`src/design/bezier_de_casteljau_evaluator_core_macros.svh`:
```
// Assertion macros for the Bezier evaluator core
`ifndef BEZIER_DE_CASTELJAU_EVALUATOR_CORE_MACROS_SVH
`define BEZIER_DE_CASTELJAU_EVALUATOR_CORE_MACROS_SVH

// same-cycle implication, clocked on clk, off during reset
`define BDC_ASSERT_NOW(label, ante, cons) \
    label: assert property (@(posedge clk) disable iff (!rst_n) (ante) |-> (cons)) \
        else $error("bdc assertion failed");

// next-cycle implication, clocked on clk, off during reset
`define BDC_ASSERT_NEXT(label, ante, cons) \
    label: assert property (@(posedge clk) disable iff (!rst_n) (ante) |=> (cons)) \
        else $error("bdc assertion failed");

`endif

```
`src/design/bdc_pkg.sv`:
```
// Package: constants, types and codes of the Bezier evaluator core
`timescale 1ns / 1ps
package bdc_pkg;
    localparam int MAX_CONTROL_POINTS = 128;
    localparam int COORD_BITS         = 12;
    localparam int FRACTION_BITS      = 16;

    localparam int IDX_W    = $clog2(MAX_CONTROL_POINTS);
    localparam int CNT_W    = IDX_W + 1;
    localparam int CURVE_W  = COORD_BITS + FRACTION_BITS;
    localparam int T_W      = FRACTION_BITS + 1;
    localparam int PROD_W   = CURVE_W + T_W;
    localparam int DIST_W   = 2 * COORD_BITS + 1;
    localparam int RAD_W    = 25;
    localparam int MODE_W   = 3;
    localparam int STAT_W   = 3;
    localparam int POINT_W  = 2 * COORD_BITS;

    localparam logic [T_W-1:0]    T_ONE      = T_W'(1) << FRACTION_BITS;
    localparam logic [RAD_W-1:0]  RADIUS_RST = RAD_W'(10000);

    localparam logic [MODE_W-1:0] MODE_APPEND  = 3'd0;
    localparam logic [MODE_W-1:0] MODE_SELECT  = 3'd1;
    localparam logic [MODE_W-1:0] MODE_MOVE    = 3'd2;
    localparam logic [MODE_W-1:0] MODE_RELEASE = 3'd3;
    localparam logic [MODE_W-1:0] MODE_EVAL    = 3'd4;

    typedef enum logic [STAT_W-1:0] {
        STAT_OK           = 3'd0,
        STAT_FULL         = 3'd1,
        STAT_MISS         = 3'd2,
        STAT_NOT_DRAGGING = 3'd3,
        STAT_EMPTY        = 3'd4
    } status_t;

    typedef enum logic [2:0] {
        ST_IDLE,
        ST_LOAD,
        ST_PASS,
        ST_SCAN,
        ST_DONE
    } state_t;

    typedef struct packed {
        logic               shift;
        logic               wr_en;
        logic [CURVE_W-1:0] wr_x;
        logic [CURVE_W-1:0] wr_y;
    } cell_ctl_t;
endpackage

```
`src/design/bdc_cell.sv`:
```
// Cell of the working-point chain: holds one point, shifts toward the head
`timescale 1ns / 1ps
module bdc_cell import bdc_pkg::*; (
    input  logic               clk,
    input  cell_ctl_t          ctl,
    input  logic               wr_sel,
    input  logic [CURVE_W-1:0] nb_x,
    input  logic [CURVE_W-1:0] nb_y,
    output logic [CURVE_W-1:0] x,
    output logic [CURVE_W-1:0] y
);
    logic [CURVE_W-1:0] x_reg, x_next;
    logic [CURVE_W-1:0] y_reg, y_next;

    always_comb
    begin
        x_next = x_reg;
        y_next = y_reg;
        if (ctl.wr_en && wr_sel)
        begin
            x_next = ctl.wr_x;
            y_next = ctl.wr_y;
        end
        else if (ctl.shift)
        begin
            x_next = nb_x;
            y_next = nb_y;
        end
    end

    always_ff @(posedge clk)
    begin
        x_reg <= x_next;
        y_reg <= y_next;
    end

    assign x = x_reg;
    assign y = y_reg;
endmodule

```
`config.mk`:
```
export PLATFORM = sky130hd
export DESIGN_NAME = bdc_cell
export DESIGN_NICKNAME = d
export VERILOG_FILES = /design/src/design/bezier_de_casteljau_evaluator_core_macros.svh /design/src/design/bdc_pkg.sv /design/src/design/bdc_cell.sv
export SDC_FILE = /design/constraint.sdc
export NUM_CORES = 1
export LEC_CHECK = 0
export BUFFER_PORTS_ARGS = -buffer_cell sky130_fd_sc_hd__buf_2
export CAP_MARGIN = 30
export CORE_MARGIN = 2
export CORE_UTILIZATION = 44
export DETAILED_ROUTE_END_ITERATION = 16
export PLACE_DENSITY = 0.88
export SKIP_LAST_GASP = 1
export SYNTH_ARGS = -nofsm -noshare
export SYNTH_HDL_FRONTEND = slang
export SYNTH_SLANG_ARGS = --single-unit
```
`constraint.sdc`:
```
create_clock -name clk -period 5.29 [get_ports clk]
set_clock_uncertainty 0.1 [all_clocks]
set_input_delay 0.2645 -clock clk [delete_from_list [all_inputs] [get_ports clk]]
set_output_delay 0.2645 -clock clk [all_outputs]
set_load 0.03 [all_outputs]
```
==> flow_metrics.tcl <==
set metrics [dict create \
    synth_top_area_cell "edfxtp_1" \
    cts_buffers 5 \
    syn_avg_cell_area_sq_um 20.72 \
    postSynth.asyncResetShare_pct 0 \
    die_y_um 79.17 \
    max_freq_ghz 0.5001 \
    placementRows 27 \
    hold_viol_final 0 \
    vias_per_cell 4.605 \
    yosysUniqueCellTypes 7 \
    startpoint_type "primary input" \
    drv_cap 0 \
    grt_max_degree 57 \
    hp-class "primary input to flip-flop" \
    ctsResizeCount 0 \
    antenna_found_initial 0 \
    cts_hold_buffers 0 \
    worstPathRequired_ns 5.24 \
    rsz0062_at_grt "false" \
    num-nets-final 410 \
    slew_headroom_pct 37.35 \
    cts.sinks 56 \
    syn_inst 120 \
    regArea_sq_um 1682 \
    grt_pass1_vias 1710 \
    gp_congestion 0.7665 \
    synth_flop_cell "edfxtp_1" \
    grt_usage_pct 16.99 \
    vias 1690 \
    portBuffers 171 \
    outcome "completed" \
    synth_common_cells "edfxtp_1 (56), mux2_4 (29), mux2_2 (27), buf_6 (4), buf_2 (2)" \
    leakagePower_nw 1.673 \
    fillCellCount 427 \
    worstSetupEndpointType "flip-flop" \
    synth-seq-cells 56 \
    synthMostInstantiatedCell "edfxtp_1" \
    drive_above_1_share_pct 80.68 \
    setup_ws_ns 3.290 \
    min_path_cells 2 \
    area_growth_syn_to_layout_pct 41.12 \
    syn_area_sq_um 2486 \
    die_area_sq_um 6268 \
    drt-wirelength-per-cell_um 15.21 \
    crit_path_max_fanout 36 \
    ioPinCount 172 \
    synth-edff-count 56 \
    grt_pass1_wl_um 8031 \
    clk_pin_slew_worst_paths_ns 0.09 \
    ant_nets 0 \
    period_needed_ns 2.000 \
    slew_violations 0 \
    multiInputGateArea_sq_um 754.5 \
    core-area_sq_um 5473 \
    synth_nets 236 \
    power.density_nw_per_um2 310.7 \
    setup_viol 0 \
    ys_seq_area_share_pct 67.64 \
    drt-total-wl_um 5581 \
    drcViolationCount 0 \
    ir_worst_vdd_mv 0.1377 \
    ctsRootBufferMaster "clkbuf_8" \
    h-tree-depth 2 \
    crit_arrival_ns 1.95 \
    post-route-period-util_pct 37.80 \
    yosysTopAreaCellShare_pct 67.64 \
    grt.overflow.total 0 \
    post-cts-setup-buffers 0 \
    first_iter_violations 88 \
    setup_tns_ns 0 \
    antennaDiodeCount 0 \
    worstMarginPinSlew_ns 0.9365 \
    place_ws_ns 2.934 \
    dp_hpwl_um 4394 \
    clk_path_buf_depth 2 \
    drt_first_pass_iters 4 \
    die_w_um 79.17 \
    path_class "primary input to flip-flop" \
    synth_warnings 0 \
    start_util_pct 45.43 \
    yosys-top-cells-area "edfxtp_1 (68%), mux2_4 (18%), mux2_2 (12%)" \
    cts_tree "done" \
]
==> cell usage in the layout, fill, tap and decap left out <==
cell | netlist | routed
mux2_2 | 27 | 27
clkinv_4 | 0 | 1
edfxtp_1 | 56 | 56
buf_2 | 2 | 171
clkbuf_8 | 0 | 5
nand2_2 | 0 | 1
clkinv_1 | 0 | 1
bufinv_16 | 0 | 1
nand2b_2 | 0 | 1
buf_4 | 0 | 2
mux2_4 | 29 | 29
==> cells by family after synthesis <==
family | Yosys count | synth area share, %
buf+inv | 6 | 2.214
flops | 56 | 67.64
mux | 56 | 29.74
simple gates | 2 | 0.4026
==> per-stage QoR <==
step	utilization (%)	cell area (sq um)	hold slack (ns)	total power, W	instances
floorplan	-	2486	0.3820	0.0007413	120
global placement	62.07	3397	0.4651	0.0008321	359
detailed placement	62.07	3397	0.4682	0.0008396	359
CTS	64.11	3508	0.1533	0.001106	367
global route	64.11	3508	0.1498	0.001136	367
finish	64.11	3508	0.1656	0.001090	367
==> worst paths after layout <==
kind | start | endpoint
setup / recovery | ctl[56] | y[1]
hold / removal | ctl[51] | x[23]
==> area by class of cell <==
type	instances	area share [%]
well taps	72	2.568
repair buffers	173	24.82
multi-input cells	58	21.51
clock buffers	5	1.961
clock inverters	3	1.213
flip-flops and latches	56	47.93
==> report_power, final <==
part           switching (W)  internal [W]  total [W]
clock               0.000124      0.000140   0.000265
sequential         0.0000124      0.000547   0.000560
combinational       0.000162      0.000104   0.000266
total               0.000298      0.000792    0.00109
==> worst max-delay path, cell delays in order <==
cell,delay [ns]
buf_2,0.10
nand2_2,0.68
buf_4,0.50
mux2_2,0.39
==> routing by layer <==
metal / vias up / GRT usage [%] / wire (um) / part of all wire (%)
li1: 814 / - / - / -
met5: - / 0 / 0 / 0
met1: 776 / 17.47 / 1961 / 35
met3: 6 / 3.864 / 482 / 8.6
met2: 94 / 33.31 / 3050 / 55
met4: 0 / 5.862 / 86 / 1.5
No activity file was read; power rests on OpenSTA's default activity.
