$ cat src/design/bezier_de_casteljau_evaluator_core_macros.svh
// Assertion macros for the Bezier evaluator core
`ifndef BEZIER_DE_CASTELJAU_EVALUATOR_CORE_MACROS_SVH
`define BEZIER_DE_CASTELJAU_EVALUATOR_CORE_MACROS_SVH

// same-cycle implication, clocked on clk, off during reset
`define BDC_ASSERT_NOW(label, ante, cons) \
    label: assert property (@(posedge clk) disable iff (!rst_n) (ante) |-> (cons)) \
        else $error("bdc assertion failed");

// next-cycle implication, clocked on clk, off during reset
`define BDC_ASSERT_NEXT(label, ante, cons) \
    label: assert property (@(posedge clk) disable iff (!rst_n) (ante) |=> (cons)) \
        else $error("bdc assertion failed");

`endif

$ cat src/design/bdc_pkg.sv
// Package: constants, types and codes of the Bezier evaluator core
`timescale 1ns / 1ps
package bdc_pkg;
    localparam int MAX_CONTROL_POINTS = 128;
    localparam int COORD_BITS         = 12;
    localparam int FRACTION_BITS      = 16;

    localparam int IDX_W    = $clog2(MAX_CONTROL_POINTS);
    localparam int CNT_W    = IDX_W + 1;
    localparam int CURVE_W  = COORD_BITS + FRACTION_BITS;
    localparam int T_W      = FRACTION_BITS + 1;
    localparam int PROD_W   = CURVE_W + T_W;
    localparam int DIST_W   = 2 * COORD_BITS + 1;
    localparam int RAD_W    = 25;
    localparam int MODE_W   = 3;
    localparam int STAT_W   = 3;
    localparam int POINT_W  = 2 * COORD_BITS;

    localparam logic [T_W-1:0]    T_ONE      = T_W'(1) << FRACTION_BITS;
    localparam logic [RAD_W-1:0]  RADIUS_RST = RAD_W'(10000);

    localparam logic [MODE_W-1:0] MODE_APPEND  = 3'd0;
    localparam logic [MODE_W-1:0] MODE_SELECT  = 3'd1;
    localparam logic [MODE_W-1:0] MODE_MOVE    = 3'd2;
    localparam logic [MODE_W-1:0] MODE_RELEASE = 3'd3;
    localparam logic [MODE_W-1:0] MODE_EVAL    = 3'd4;

    typedef enum logic [STAT_W-1:0] {
        STAT_OK           = 3'd0,
        STAT_FULL         = 3'd1,
        STAT_MISS         = 3'd2,
        STAT_NOT_DRAGGING = 3'd3,
        STAT_EMPTY        = 3'd4
    } status_t;

    typedef enum logic [2:0] {
        ST_IDLE,
        ST_LOAD,
        ST_PASS,
        ST_SCAN,
        ST_DONE
    } state_t;

    typedef struct packed {
        logic               shift;
        logic               wr_en;
        logic [CURVE_W-1:0] wr_x;
        logic [CURVE_W-1:0] wr_y;
    } cell_ctl_t;
endpackage

$ cat src/design/bdc_lerp.sv
// Shared two-stage fixed-point interpolator for x and y
`timescale 1ns / 1ps
module bdc_lerp import bdc_pkg::*; (
    input  logic               clk,
    input  logic               rst_n,
    input  logic               valid,
    input  logic [T_W-1:0]     t,
    input  logic [CURVE_W-1:0] ax,
    input  logic [CURVE_W-1:0] bx,
    input  logic [CURVE_W-1:0] ay,
    input  logic [CURVE_W-1:0] by,
    output logic               res_valid,
    output logic [CURVE_W-1:0] rx,
    output logic [CURVE_W-1:0] ry
);
    localparam logic [PROD_W:0] HALF = (PROD_W + 1)'(T_ONE >> 1);

    logic [T_W-1:0]     omt;
    logic [PROD_W-1:0]  pax_reg, pbx_reg, pay_reg, pby_reg;
    logic [PROD_W:0]    sum_x, sum_y;
    logic               v1_reg, v2_reg;
    logic [CURVE_W-1:0] rx_reg, ry_reg;

    assign omt = T_ONE - t;

    always_ff @(posedge clk)
    begin
        pax_reg <= PROD_W'(omt) * PROD_W'(ax);
        pbx_reg <= PROD_W'(t) * PROD_W'(bx);
        pay_reg <= PROD_W'(omt) * PROD_W'(ay);
        pby_reg <= PROD_W'(t) * PROD_W'(by);
        rx_reg  <= sum_x[FRACTION_BITS +: CURVE_W];
        ry_reg  <= sum_y[FRACTION_BITS +: CURVE_W];
    end

    assign sum_x = {1'b0, pax_reg} + {1'b0, pbx_reg} + HALF;
    assign sum_y = {1'b0, pay_reg} + {1'b0, pby_reg} + HALF;

    always_ff @(posedge clk or negedge rst_n)
    begin
        if (!rst_n)
        begin
            v1_reg <= 1'b0;
            v2_reg <= 1'b0;
        end
        else
        begin
            v1_reg <= valid;
            v2_reg <= v1_reg;
        end
    end

    assign res_valid = v2_reg;
    assign rx        = rx_reg;
    assign ry        = ry_reg;
endmodule
$ cat config.mk
export PLATFORM = sky130hd
export DESIGN_NAME = bdc_lerp
export DESIGN_NICKNAME = d
export VERILOG_FILES = /design/src/design/bezier_de_casteljau_evaluator_core_macros.svh /design/src/design/bdc_pkg.sv /design/src/design/bdc_lerp.sv
export SDC_FILE = /design/constraint.sdc
export NUM_CORES = 2
export LEC_CHECK = 0
export BUFFER_PORTS_ARGS = -buffer_cell sky130_fd_sc_hd__buf_2
export CAP_MARGIN = 20
export CORE_ASPECT_RATIO = 1.4
export CORE_MARGIN = 3
export CORE_UTILIZATION = 40
export DETAILED_ROUTE_END_ITERATION = 8
export HOLD_SLACK_MARGIN = 0.08
export SKIP_CTS_REPAIR_TIMING = 1
export SYNTH_ARGS = -nofsm -noshare
export SYNTH_HDL_FRONTEND = slang
export SYNTH_SLANG_ARGS = --single-unit
$ cat constraint.sdc
create_clock -name clk -period 3.6 [get_ports clk]
set_input_delay 0.9 -clock clk [delete_from_list [all_inputs] [get_ports clk]]
set_output_delay 0.9 -clock clk [all_outputs]
set_load 0.02 [all_outputs]
==> summary.md <==
| Metric | Value |
|---|---|
| CP required | 4.07 ns |
| Remaining Overflow, GRT | 0 |
| Synth Register Bits | 234 |
| Synth Cell Area | 68100 µm² |
| Minimum clock period | 7.37 ns |
| Fin nets | 10800 |
| Routed Antenna Nets | 0 |
| Worst rel slew slack | 0.440 |
| Max Cap Viol | 0 |
| TNS Setup | -412.78 ns |
| Clock slew at reported path FFs | 0.06 ns |
| Pin slew with the least headroom to its limit | 0.840 ns |
| Htree depth | 1 |
| Worst path slowest cell | fa_1 |
| Flop-to-flop setup slack | 0.09 ns |
| Num CTS Buffers | 24 |
| CTS tree | built |
| R2R depth | 15 |
| Launch point of the worst reg-to-reg path | pbx_reg[15] |
| CP max FO | 3 |
| Worst min path class | in2async |
| Via count of the first global-routing pass | 59500 |
| Buffers added on ports | 188 |
| Sequential area share after synthesis | 0.0689 |
| First-pass GRT wire length | 312 mm |
| Vias/cell | 4.92 |
| Primary FF master, synth | dfxtp_1 |
| DP HPWL | 166 mm |
| Initial DRC count | 2565 |
| Initial Util | 0.404 |
| Initial antenna violation count | 23 |
| FFs w/ async S/R, synth | 0.00855 |
| # clock sinks | 234 |
| Layout filler cell count | 16000 |
| Critical R2R Capture | rx[27] |
| Largest stage delay on the critical path | 0.55 ns |
| Critical path class | in2reg |
| Max clock buf depth | 3 |
| Post-synth EDFFs | 0 |
| Worst Path Arrival | 7.84 ns |
| Height of the die | 494 µm |
| Rows | 178 |
| CORE AREA | 169000 µm² |
| WHS | 0.132 ns |
| Commonest non-fill, non-tap cell in the layout | inv_1 |
| Clk Latency, worst-skew pair | 0.55 ns |
| Final wirelength | 198 mm |
| Unique masters post-synth | 81 |
| Setup-failing EPs final | 159 |
| # DRC | 0 |
| Slack of the critical path | -3.77 ns |
| Die W | 355 µm |
| Largest net degree at the start of global routing | 58 |
| Total GRT Usage | 0.226 |
| GPL Wtd Cong | 0.906 |
| Worst setup SP type | primary input |
| Most Frequent Cell on Critical Path | fa_1 |
| WL/cell | 18.4 µm |
| Worst setup EP type | register |
| Failing checks | setup timing |
| RSZ-0062 raised after global routing | true |
| Period utilization | 2.05 |
| Status | finished, violations left |
| Clk_skew | 0.0196 ns |
| Via count | 53100 |
| Syn_nets | 10000 |
| Worst slack at placement | -4.64 ns |
| Final Max Tran Viols | 0 |
| Cell count after synthesis | 7723 |
| Root Driver | clkbuf_16 |
| Share of cells above drive strength 1 | 0.188 |
| Endpoints failing hold | 0 |
| Syn Area/Cell | 8.82 µm² |
| YS warnings | 0 |
| Commonest cells after routing, fill and taps aside | inv_1, fa_1, nand2_1 |
| I/O Pins | 189 |
| Fmax | 136 MHz |
| Die footprint | 175000 µm² |
| DRT Pass-1 Iters | 5 |
| Layout area overhead | 20.5% |
-- layout make-up --
type / count / area [µm²] / share of cell area
well taps: 2250 / 2820 / 0.0343
inverters: 1869 / 7040 / 0.0857
clock inverters: 15 / 199 / 0.00242
multi-input cells: 5248 / 57400 / 0.699
flip-flops and latches: 234 / 4690 / 0.0572
repair buffers: 1117 / 9260 / 0.113
clock buffers: 29 / 671 / 0.00817
diodes: 15 / 37.5 / 0.000457
-- cells by family after synthesis --
logic type | count (synthesis) | share of synthesized area
and+or+nand+nor | 2292 | 0.153
buffers and inverters | 2241 | 0.123
adders and majority gates | 2179 | 0.571
AOI/OAI and AO/OA | 553 | 0.0545
DFF | 234 | 0.0689
xor gates and xnor gates | 222 | 0.0285
muxes | 2 | 0.000294
-- metal layers --
layer | vias to the layer above | track usage | part of all wire
met1 | 27300 | 0.255 | 0.37
met2 | 1238 | 0.440 | 0.54
li1 | 24100 | - | -
met5 | - | 0 | 0.00057
met3 | 426 | 0.0221 | 0.043
met4 | 18 | 0.0753 | 0.043
-- cell usage after synthesis, types with 18 or more instances --
master / instances / area, µm²
nand3_1: 31 / 155
inv_1: 1869 / 7020
fa_1: 1552 / 31100
xnor2_1: 166 / 1450
nand2b_1: 29 / 181
clkbuf_1: 343 / 1290
nand2_1: 1453 / 5450
nor2b_1: 33 / 206
nor2_1: 103 / 387
xor2_1: 56 / 490
o21a_1: 27 / 203
and3_1: 22 / 138
a21oi_1: 172 / 861
a21o_1: 109 / 818
and2_1: 542 / 3390
dfxtp_1: 232 / 4640
ha_1: 627 / 7850
nand4_1: 18 / 113
buf_1: 29 / 109
o21bai_1: 30 / 225
o21ai_0: 77 / 385
nor3_1: 28 / 140
-- per-stage QoR --
step,utilization,cells,instance area [µm²]
final,0.487,10800,82100
after global routing,0.487,10800,82100
after CTS,0.474,10700,80000
after detailed placement,0.469,10700,79100
after global placement,0.469,10700,79100
after floorplan,-,7723,70300
-- critical path, delay by kind of cell --
kind                     cells  cell delay, ns
AND/OR/NAND/NOR              5            0.78
XOR/XNOR                     2            0.29
buffers and inverters        9            0.81
adder cells (fa/ha/maj)      7            3.37
AO/OA/AOI/OAI                9            1.67
-- how the worst max path moves through the flow --
stage          from     endpoint  slack, ns  cells after the start
2_1_floorplan  t[1]  pay_reg[42]      -3.87                     31
3_3_place_gp   t[1]  pay_reg[42]      -4.54                     31
3_5_place_dp   t[1]  pay_reg[42]      -4.64                     31
4_1_cts        t[1]  pax_reg[41]      -4.09                     31
5_1_grt        t[3]  pax_reg[41]      -3.95                     32
6_report       t[3]  pax_reg[41]      -3.77                     32
Power is not shown: default switching activity piles up to over one toggle a cycle in this logic, so the estimate is an artifact.
