$ cat config.mk
export PLATFORM = sky130hd
export DESIGN_NAME = bdc_ram
export DESIGN_NICKNAME = d
export VERILOG_FILES = /design/src/design/bezier_de_casteljau_evaluator_core_macros.svh /design/src/design/bdc_ram.sv
export SDC_FILE = /design/constraint.sdc
export NUM_CORES = 1
export LEC_CHECK = 0
export BUFFER_PORTS_ARGS = -buffer_cell sky130_fd_sc_hd__buf_2
export CAP_MARGIN = 20
export CORE_MARGIN = 10
export CORE_UTILIZATION = 35
export DETAILED_ROUTE_END_ITERATION = 10
export SKIP_LAST_GASP = 1
export SLEW_MARGIN = 0
export SYNTH_ARGS = -nofsm -noshare
export SYNTH_HDL_FRONTEND = slang
export SYNTH_SLANG_ARGS = --single-unit
$ cat constraint.sdc
create_clock -name clk -period 2.8 [get_ports clk]
set_input_delay 0.84 -clock clk [delete_from_list [all_inputs] [get_ports clk]]
set_output_delay 0.84 -clock clk [all_outputs]
set_load 0.01 [all_outputs]
$ cat src/design/bezier_de_casteljau_evaluator_core_macros.svh
// Assertion macros for the Bezier evaluator core
`ifndef BEZIER_DE_CASTELJAU_EVALUATOR_CORE_MACROS_SVH
`define BEZIER_DE_CASTELJAU_EVALUATOR_CORE_MACROS_SVH

// same-cycle implication, clocked on clk, off during reset
`define BDC_ASSERT_NOW(label, ante, cons) \
    label: assert property (@(posedge clk) disable iff (!rst_n) (ante) |-> (cons)) \
        else $error("bdc assertion failed");

// next-cycle implication, clocked on clk, off during reset
`define BDC_ASSERT_NEXT(label, ante, cons) \
    label: assert property (@(posedge clk) disable iff (!rst_n) (ante) |=> (cons)) \
        else $error("bdc assertion failed");

`endif

$ cat src/design/bdc_ram.sv
// Generic single-port-write, registered-read RAM
`timescale 1ns / 1ps
module bdc_ram #(
    parameter int WIDTH = 8,
    parameter int DEPTH = 16
) (
    input  logic                     clk,
    input  logic                     we,
    input  logic [$clog2(DEPTH)-1:0] waddr,
    input  logic [WIDTH-1:0]         wdata,
    input  logic [$clog2(DEPTH)-1:0] raddr,
    output logic [WIDTH-1:0]         rdata
);
    logic [WIDTH-1:0] mem [DEPTH];
    logic [WIDTH-1:0] rdata_reg;

    always_ff @(posedge clk)
    begin
        if (we)
        begin
            mem[waddr] <= wdata;
        end
        rdata_reg <= mem[raddr];
    end

    assign rdata = rdata_reg;
endmodule

==> impl_metrics.json, run 1 <==
{
  "setup-tns-final_ns": 0,
  "area_growth_pct": 19.66,
  "drv_slew": 0,
  "setup_viol": 0,
  "clock_path_buffers": 2,
  "synth_warnings": 0,
  "rows": 44,
  "yosysUniqueCellTypes": 19,
  "grt_pass1_vias": 2597,
  "io_buffers": 25,
  "use_met2_pct": 14.91,
  "clkLatencyLatePin_ns": 0.41,
  "syn-cell-area_um2": 5147,
  "grt_pass1_wl_um": 15570,
  "critPathKind": "in -> reg",
  "crit_fanout": 10,
  "hold_class": "reg -> reg",
  "cts_tree": "done",
  "busiest_layer": "met2",
  "postSynthAreaPerCell_um2": 22.48,
  "synth_top_area_share_pct": 74.67,
  "routed_wl_um": 10110,
  "dp.final_hpwl_um": 6442,
  "seq_area_frac_synth_pct": 77.78,
  "slew_headroom_pct": 54.22,
  "ios": 26,
  "via_per_inst": 4.967,
  "numCtsBuffers": 17,
  "clk_pin_slew_ns": 0.05,
  "diodes": 0,
  "endpoint_kind": "flip-flop",
  "required_ns": 3.09,
  "antenna_found_initial": 0,
  "fp.coreArea_um2": 14480,
  "worst_slew_pin_slew_ns": 0.6842,
  "nNetsFinal": 301,
  "finClkSkew_ns": 0.006693,
  "ctsHoldBuffers": 0,
  "cap_violations": 0,
  "ant_nets": 0,
  "final_cell_mix": "edfxtp_1, buf_2, mux4_2, buf_4, clkbuf_16",
  "drt_iter0_drc": 238,
  "wire_per_inst_um": 21.06,
  "drive_above_1_share_pct": 29.73,
  "track_usage_pct": 10.63,
  "start_util_pct": 35.55,
  "root_buffer": "clkbuf_16",
  "die-width_um": 141.3,
  "pre_cts_ws_ns": 0.3345,
  "clock.fmax_ghz": 0.4935,
  "cts_sinks": 136,
  "grt-ovfl-total": 0,
  "synth_nets": 247,
  "power.leakage_nw": 2.085,
  "peakVddDrop_v": 0.0003994,
  "drt_pass1_iterations": 4,
  "worstPathArrival_ns": 2.32,
  "finalCritPeriodShare_pct": 72.36,
  "die_h_um": 141.3,
  "cts_resized": 0,
  "postSynthCellCount": 229,
  "final_common_cell": "edfxtp_1",
  "finish.instance_area_um2": 6160,
  "placed_area_um2": 5592,
  "dieArea_um2": 19960,
  "finalCriticalPeriod_ns": 2.026,
  "met3_usage_pct": 3.872,
  "power_density_nw_per_um2": 752.9,
  "hold_viol": 0,
  "fin_hold_ws_ns": 0.6678,
  "post-cts-setup-buffers": 0,
  "setup_ws_ns": 0.7738,
  "htreeDepth": 4,
  "rsz0062_at_grt": "no",
  "ys_top_cells_by_area": "edfxtp_1, mux4_2, mux4_1",
  "num_vias": 2384,
  "largest_register_ffs": 128,
  "outcome": "finished clean",
  "globalplace.congestion": 0.7291,
  "grt_max_degree": 33,
  "start_kind": "input port",
  "yosysTopAreaCell": "edfxtp_1",
  "ys_ff_latch": 136,
  "grtUsageMet1_pct": 14.88,
  "drc": 0
}
## power by group
group	switching [mW]	leakage (nW)	internal [mW]
clock	0.756	0.276	1.37
sequential	0.0130	1.22	2.28
combinational	0.125	0.585	0.0926
## per-stage QoR
stage	util, %	total power [mW]	instances
floorplan	-	2.450	229
global placement	38.62	2.548	448
finish	42.54	4.638	480
detailed placement	38.62	2.554	448
global route	42.54	4.790	480
CTS	42.54	4.683	480
## cells by family (layout without fill, tap and decap cells)
group | Yosys count | count (layout) | share of synthesized area (%)
mux | 32 | 32 | 15.02
compound gates | 16 | 16 | 2.334
flops | 136 | 136 | 77.78
buf+inv | 10 | 77 | 1.677
simple gates | 35 | 35 | 3.184
## critical path, stage by stage
cell and delay (ns):
buf_2 0.29, buf_4 0.28, mux4_1 0.56, a22oi_1 0.25, nand2_1 0.07
## synthesized netlist by cell type
library cell	count
edfxtp_1	128
mux4_2	18
a22oi_1	16
mux4_1	14
nor2_1	13
nand2_1	9
dfxtp_1	8
nor3_1	4
buf_2	3
buf_6	3
clkdlybuf4s25_2	3
nand2b_1	2
nand3b_1	2
and2_1	1
and2b_1	1
buf_4	1
nand3_1	1
nor2b_1	1
or3b_2	1
## layer usage
layer,vias to the layer above,routed length [µm]
met3,7,510
met4,0,99
li1,1082,-
met1,1224,4864
met2,71,4631
met5,-,0
## path summary, 6_finish.rpt
check | endpoint | slack [ns] | startpoint | cells after the start
hold / removal | rdata[3]$_DFF_P_ | 0.67 | mem[4][3]$_DFFE_PP_ | 3
hold reg to reg | rdata[3]$_DFF_P_ | 0.67 | mem[4][3]$_DFFE_PP_ | 3
setup / recovery | rdata[3]$_DFF_P_ | 0.77 | raddr[0] | 5
setup reg to reg | rdata[7]$_DFF_P_ | 1.47 | mem[3][7]$_DFFE_PP_ | 3
## cell type report
| type | instances | area [µm²] |
|---|---|---|
| fillers | 1245 | 8319 |
| flip-flops and latches | 136 | 4004 |
| multi-input cells | 83 | 1057 |
| clock buffers | 19 | 432.9 |
| repair buffers | 45 | 300.3 |
| well taps | 184 | 230.2 |
| clock inverters | 13 | 135.1 |
Note: power is estimated with default switching activity, not from simulation.
==> run 2: changes to the inputs <==
==> constraint.sdc (replaced) <==
create_clock -name clk -period 1.89 [get_ports clk]
set_input_delay 0.567 -clock clk [delete_from_list [all_inputs] [get_ports clk]]
set_output_delay 0.567 -clock clk [all_outputs]
set_load 0.01 [all_outputs]
==> impl_metrics.json, run 2 (synthesized netlist as in run 1, its figures left out) <==
{
  "drc": 0,
  "finClkSkew_ns": 0.006685,
  "drive_above_1_share_pct": 33.22,
  "pwr-share-clk_pct": 50.1,
  "final_cell_mix": "edfxtp_1, buf_2, mux4_2, buf_4, clkbuf_16",
  "antenna_found_initial": 0,
  "clkLatencyLatePin_ns": 0.42,
  "ff2ff_setup_slack_ns": 0.52,
  "nNetsFinal": 303,
  "hold_viol": 0,
  "start_kind": "input port",
  "slew_headroom_pct": 52.21,
  "grt_pass1_wl_um": 15790,
  "setup_viol": 0,
  "worst_slew_pin_slew_ns": 0.7154,
  "cap_violations": 0,
  "fin_hold_ws_ns": 0.5296,
  "io_buffers": 25,
  "ios": 26,
  "r2r_start": "mem[9][5]$_DFFE_PP_",
  "clock.fmax_ghz": 0.6240,
  "p_int_mw": 6.051,
  "area_growth_pct": 22.65,
  "power_density_nw_per_um2": 1182,
  "diodes": 0,
  "final_common_cell": "edfxtp_1",
  "p_comb_share_pct": 4.4,
  "clock_path_buffers": 2,
  "clk_pin_slew_ns": 0.05,
  "pre_cts_ws_ns": -0.1816,
  "ctsHoldBuffers": 0,
  "critPathCapture": "rdata[5]$_DFF_P_",
  "crit_fanout": 17,
  "nFillCells": 1239,
  "required_ns": 2.19,
  "timing.rr.end": "rdata[5]$_DFF_P_",
  "cts_sinks": 136,
  "power_switching_mw": 1.414,
  "cts_resized": 0,
  "die_h_um": 141.3,
  "track_usage_pct": 10.97,
  "routed_wl_um": 10210,
  "dieArea_um2": 19960,
  "finalCritPeriodShare_pct": 84.79,
  "numCtsBuffers": 17,
  "grt-ovfl-total": 0,
  "endpoint_kind": "flip-flop",
  "grt_max_degree": 29,
  "root_buffer": "clkbuf_16",
  "htreeDepth": 4,
  "rows": 44,
  "start_util_pct": 35.55,
  "post-cts-setup-buffers": 0,
  "largest_register_ffs": 128,
  "power.leakage_nw": 2.157,
  "outcome": "finished clean",
  "setup_ws_ns": 0.2874,
  "cts_tree": "done",
  "critPathKind": "in -> reg",
  "drt_iter0_drc": 228,
  "wire_per_inst_um": 21.18,
  "rsz0062_at_grt": "no",
  "die-width_um": 141.3,
  "peakVddDrop_v": 0.0008626,
  "finalCriticalPeriod_ns": 1.603,
  "num_vias": 2448,
  "drt_pass1_iterations": 4,
  "reg2regPathDepth": 3,
  "globalplace.congestion": 0.7172,
  "pwr-share-seq_pct": 45.5,
  "drv_slew": 0,
  "hold_class": "in -> reg",
  "ant_nets": 0,
  "startpoint": "raddr[0]",
  "grt_pass1_vias": 2626,
  "switching_share_pct": 18.94,
  "dp.final_hpwl_um": 6600,
  "via_per_inst": 5.079,
  "worstPathArrival_ns": 1.90,
  "fp.coreArea_um2": 14480
}
## run 2: changes by cell type in the layout (fill, tap and decap cells not counted), sizes merged
cell      before  now
buf           45   47
clkinvlp       1    2
bufinv         3    6
clkinv         9    5
## run 2: cell type report
cell class	count	area [µm²]	share of cell area, %
clock buffers	19	452.9	7.174
clock inverters	13	224.0	3.547
flip-flops and latches	136	4004	63.42
well taps	184	230.2	3.646
multi-input cells	83	1062	16.83
repair buffers	47	340.3	5.390
## run 2: power by group through the flow
stage | Clock, mW | Combinational (mW) | Sequential [mW]
floorplan | 0 | 0.171 | 3.46
global placement | 0 | 0.332 | 3.46
detailed placement | 0 | 0.338 | 3.46
CTS | 3.80 | 0.339 | 3.40
global route | 3.92 | 0.361 | 3.40
finish | 3.74 | 0.330 | 3.39
## run 2: metrics by stage
step / instance area, µm² / std cells / setup TNS (ns) / utilization [%] / total power, mW
2_1_floorplan: 5152 / 229 / 0 / - / 3.630
3_3_place_gp: 5637 / 450 / -0.6129 / 38.93 / 3.787
3_5_place_dp: 5637 / 450 / -0.7138 / 38.93 / 3.797
4_1_cts: 6314 / 482 / 0 / 43.61 / 7.533
5_1_grt: 6314 / 482 / 0 / 43.61 / 7.683
6_report: 6314 / 482 / 0 / 43.61 / 7.464
## run 2: critical path: stages
cell and delay, ns:
buf_2 0.18, buf_12 0.20, buf_4 0.15, mux4_2 0.48, a22oi_1 0.24, nand2_1 0.08
## run 2: metal layers
| metal | global-route usage (%) | vias up | part of all wire, % |
|---|---|---|---|
| met5 | 0 | - | 0 |
| met4 | 5.380 | 0 | 2.2 |
| met3 | 4.005 | 19 | 5.7 |
| met2 | 16.38 | 70 | 47 |
| met1 | 13.82 | 1274 | 45 |
| li1 | - | 1085 | - |
## run 2: worst min path at each step
stage | from | to | slack (ns) | depth (start not counted)
after global placement | mem[12][6]$_DFFE_PP_ | rdata[6]$_DFF_P_ | 0.66 | 3
after CTS | wdata[4] | mem[5][4]$_DFFE_PP_ | 0.52 | 1
after global routing | wdata[2] | mem[14][2]$_DFFE_PP_ | 0.54 | 1
after floorplan | mem[7][0]$_DFFE_PP_ | rdata[0]$_DFF_P_ | 0.63 | 3
after detailed placement | mem[15][6]$_DFFE_PP_ | rdata[6]$_DFF_P_ | 0.67 | 3
final | wdata[2] | mem[14][2]$_DFFE_PP_ | 0.53 | 1
